[config.mk]
export PLATFORM = sky130hd
export DESIGN_NAME = prl_step
export DESIGN_NICKNAME = d
export VERILOG_FILES = /design/src/hw/rtl/prl_pkg.sv /design/src/hw/rtl/prl_step.sv
export SDC_FILE = /design/constraint.sdc
export NUM_CORES = 1
export LEC_CHECK = 0
export BUFFER_PORTS_ARGS = -buffer_cell sky130_fd_sc_hd__buf_4
export CORE_AREA = 4 4 41 43
export DETAILED_ROUTE_END_ITERATION = 7
export DIE_AREA = 0 0 45 47
export PLACE_DENSITY = 0.84
export SLEW_MARGIN = 10
export SYNTH_ARGS = -nofsm -noshare
export SYNTH_HDL_FRONTEND = slang
export SYNTH_SLANG_ARGS = --single-unit
[constraint.sdc]
create_clock -name vclk -period 4.3
set_clock_uncertainty 0.1 [all_clocks]
set_input_delay 0.645 -clock vclk [all_inputs]
set_output_delay 0.645 -clock vclk [all_outputs]
set_load 0.02 [all_outputs]
[src/hw/rtl/prl_pkg.sv]
`timescale 1ns / 1ps
`default_nettype none

package prl_pkg;

  localparam int TABLE_DEPTH_DEF = 256;

  typedef enum logic [1:0] {
    FN_ADD   = 2'd0,
    FN_READ  = 2'd1,
    FN_CLEAR = 2'd2
  } func_t;

  typedef enum logic [1:0] {
    ST_OK    = 2'd0,
    ST_SPAN  = 2'd1,
    ST_FULL  = 2'd2,
    ST_EMPTY = 2'd3
  } status_t;

  typedef struct packed {
    func_t       func;
    logic [15:0] color_number;
    logic [15:0] red_in;
    logic [15:0] green_in;
    logic [15:0] blue_in;
    logic        ramp_before;
    logic [7:0]  read_index;
  } cmd_t;

  typedef struct packed {
    status_t     status;
    logic [8:0]  cell_count;
    logic        entry_valid;
    logic [7:0]  entry_pixel;
    logic [15:0] entry_red;
    logic [15:0] entry_green;
    logic [15:0] entry_blue;
  } rsp_t;

  typedef struct packed {
    logic [7:0]  pixel;
    logic [15:0] red;
    logic [15:0] green;
    logic [15:0] blue;
  } entry_t;

  // result of one compare-and-subtract step against the span
  typedef struct packed {
    logic       ge;
    logic [8:0] rest;
  } step_t;

endpackage

`default_nettype wire

[src/hw/rtl/prl_step.sv]
`timescale 1ns / 1ps
`default_nettype none

module prl_step (
  input  wire logic [8:0]     x,
  input  wire logic [7:0]     span,
  output prl_pkg::step_t      res
);

  logic [8:0] span_w;

  assign span_w   = {1'b0, span};
  assign res.ge   = (x >= span_w);
  assign res.rest = res.ge ? (x - span_w) : x;

endmodule

`default_nettype wire

* Word level (Yosys, flattened, before mapping) *
Cells that the tools add are included.

word-level totals
  bits in registers = 0
  output and inout port bits = 10

operators by class
  $add $sub $neg = 1
  order comparisons = 1
  mux-type cells = 1

operators with widths
  kind         count
  $ge 9x8->1   1
  $mux 9       1
  $sub 9x8->9  1

* Logic depth before layout (Yosys ltp) *
  depth after elaboration = 2
  mapped depth = 8
  gate-level depth less buffers = 8

* Worst setup path before layout *
OpenSTA, ideal clock, no wires.

  kind = in2out
  start = input port span[4]
  end = output port res[6] (netlist bit)
  arrival = 2.446 ns
  required time = 3.555 ns
  slack = 1.109 ns
  cell stages on the path = 8
  cell sequence = inv_1 ha_1 a21o_1 o21bai_1 a211o_1 or2_1 buf_6 mux2i_1

RTL lines
  item             line           text
  start, declared  prl_step.sv:6  input wire logic [7:0] span,
  end, declared    prl_step.sv:7  output prl_pkg::step_t res

==> flow_summary.toml <==
[critical_path]
critical_path_class = "input pin to primary output"
worstPathArrival_ns = 2.77
crit_chain = "buf_4, ha_1, nand2_1, a211oi_1, a22o_1, or2_1, mux2_4, buf_4"
worst_path_max_delay_cell = "a211oi_1"
path_max_fanout = 8
start_kind = "input pin"
required_ns = 3.56
crit_path_end_kind = "primary output"
critPathMaxStageDelay_ns = 0.41
crit_top_cell = "buf_4"

[outcome]
status = "finished, final reports clean"

[logic_synthesis]
syn-cell-area_sq_um = 547
avgSynthCellArea_sq_um = 7.19
yosysTopAreaCellShare_pct = 18.3
syn-num-nets = 102
synthCells = 76
synth_cell_types = 36
yosys_warnings = 0
synth_seq_area_share_pct = 0
yosys.area.top_type = "ha_1"
netlist_top_cells_area = "ha_1 18%, inv_1 8.9%, mux2_4 8.2%"

[power_and_ir_drop]
ir_drop_mv = 0.0962
leakage_nw = 0.418
power_density_nw_per_um2 = 188
total_power_mw = 0.141

[cells_and_area]
nClkBuffers = 0
drive_gt1_share_pct = 32.7
syn2layout_area_growth_pct = 37.5
antenna_cells = 0
seqCellArea_sq_um = 0
nets = 129
design.seq.count = 0

[global_routing]
grt_pass1_vias = 598
grt_pass1_wl_mm = 2.33
grt_max_degree = 9
grt_overflow_total = 0
grt_antenna_before_repair = 0
grt_use_total_pct = 14.1

[timing]
grt_setup_unrepaired = "no"
tns_ns = 0
worst_slew_pin_slew_ns = 0.435
period_needed_ns = 3.51
fin_crit_sh_pct = 81.6
hold_viol = 0
setup_viol = 0
max_freq_mhz = 285
relSlewSlack_pct = 70.8
slew_viol_final = 0

[die]
rows = 13
boundaryPins = 27
initial_utilization_pct = 42.0
die_h_um = 47
core_area_sq_um = 1300
die_w_um = 45
die_area_sq_um = 2120

[clock_network]
postCtsSetupBuffers = 0
ctsResizeCount = 0
hold_buffers = 0

[detailed_routing]
drt_iter0_drc = 8
ant_nets = 0
routed_via_density = 5.65
wire_per_inst_um = 12.1
dr.pass1.iters = 4
drc_errors = 0
drt-total-wl_mm = 1.41
dr_total_vias = 655

[flow_run]
maxCapViolCount = 0

[place]
numPortBuffers = 27
gp_congestion = 0.831
hpwl_mm = 1.17

[worst_hold_path]
min_path_type = "input pin to primary output"
cell usage in the layout (no fill, tap or decap), drive strengths merged, types with 2 or more instances in the layout:
cell	synthesis	layout
a21o	2	2
nor3	4	4
or2	2	2
mux2i	2	2
nor2	5	5
buf	1	27
o21ai	4	4
a21oi	6	6
inv	13	13
nand2	2	2
ha	8	8
nand2b	2	2
xnor2	2	2
mux2	3	3
final cells by class:
cell class         instances  area (sq um)
repair buffers            27           203
inverters                 13          48.8
multi-input cells         61           482
well taps                 15          18.8
fillers                  137           549
where the power goes:
part | leakage, nW | internal, mW | switching (mW)
clock network | 0 | 0 | 0
registers | 0 | 0 | 0
logic | 0.418 | 0.0694 | 0.0718
per-stage QoR:
| step | worst slack [ns] | hold slack (ns) | utilization [%] | cells | area [sq um] |
|---|---|---|---|---|---|
| detailed placement | 0.820 | 1.50 | 57.8 | 116 | 752 |
| global route | 0.669 | 1.53 | 57.8 | 116 | 752 |
| global placement | 0.850 | 1.50 | 57.8 | 116 | 752 |
| CTS | 0.819 | 1.51 | 57.8 | 116 | 752 |
| finish | 0.789 | 1.50 | 57.8 | 116 | 752 |
| floorplan | 1.11 | 1.34 | - | 76 | 547 |
path summary, 6_finish.rpt:
kind | to | depth (start not counted) | startpoint
worst max-delay path | res[5] | 8 | x[3]
worst min-delay path | res[8] | 3 | x[8]
worst max-delay path: cells and delay by family:
kind | cells | cell delay (ns)
and+or+nand+nor | 2 | 0.47
adders and majority gates | 1 | 0.34
AOI/OAI and AO/OA | 2 | 0.71
muxes | 1 | 0.34
buffers and inverters | 2 | 0.26
kinds of logic (layout without fill, tap and decap cells):
group                    count (synthesis)  count (layout)  share of synthesized area (%)
buffers and inverters                   15              40                           11.9
AO/OA/AOI/OAI                           24              24                           30.4
XOR/XNOR                                 3               3                           4.81
adder cells (fa/ha/maj)                  9               9                           22.0
multiplexers                             5               5                           11.9
AND/OR/NAND/NOR                         20              20                           19.0
per-layer routing:
layer  wire (um)  track usage (%)  share of wire [%]
met4           0                0                  0
met3          81            0.383                5.8
met2         734             29.7                 52
met1         590             16.5                 42
met5           0                0                  0
synthesized netlist by cell type (all sizes together), types with 2 or more instances:
cell type	number
mux2i	2
inv	13
a21o	2
nor2	5
xnor2	2
nand2	2
nor3	4
a21oi	6
mux2	3
ha	8
or2	2
nand2b	2
o21ai	4
No activity file was read; power rests on OpenSTA's default activity.
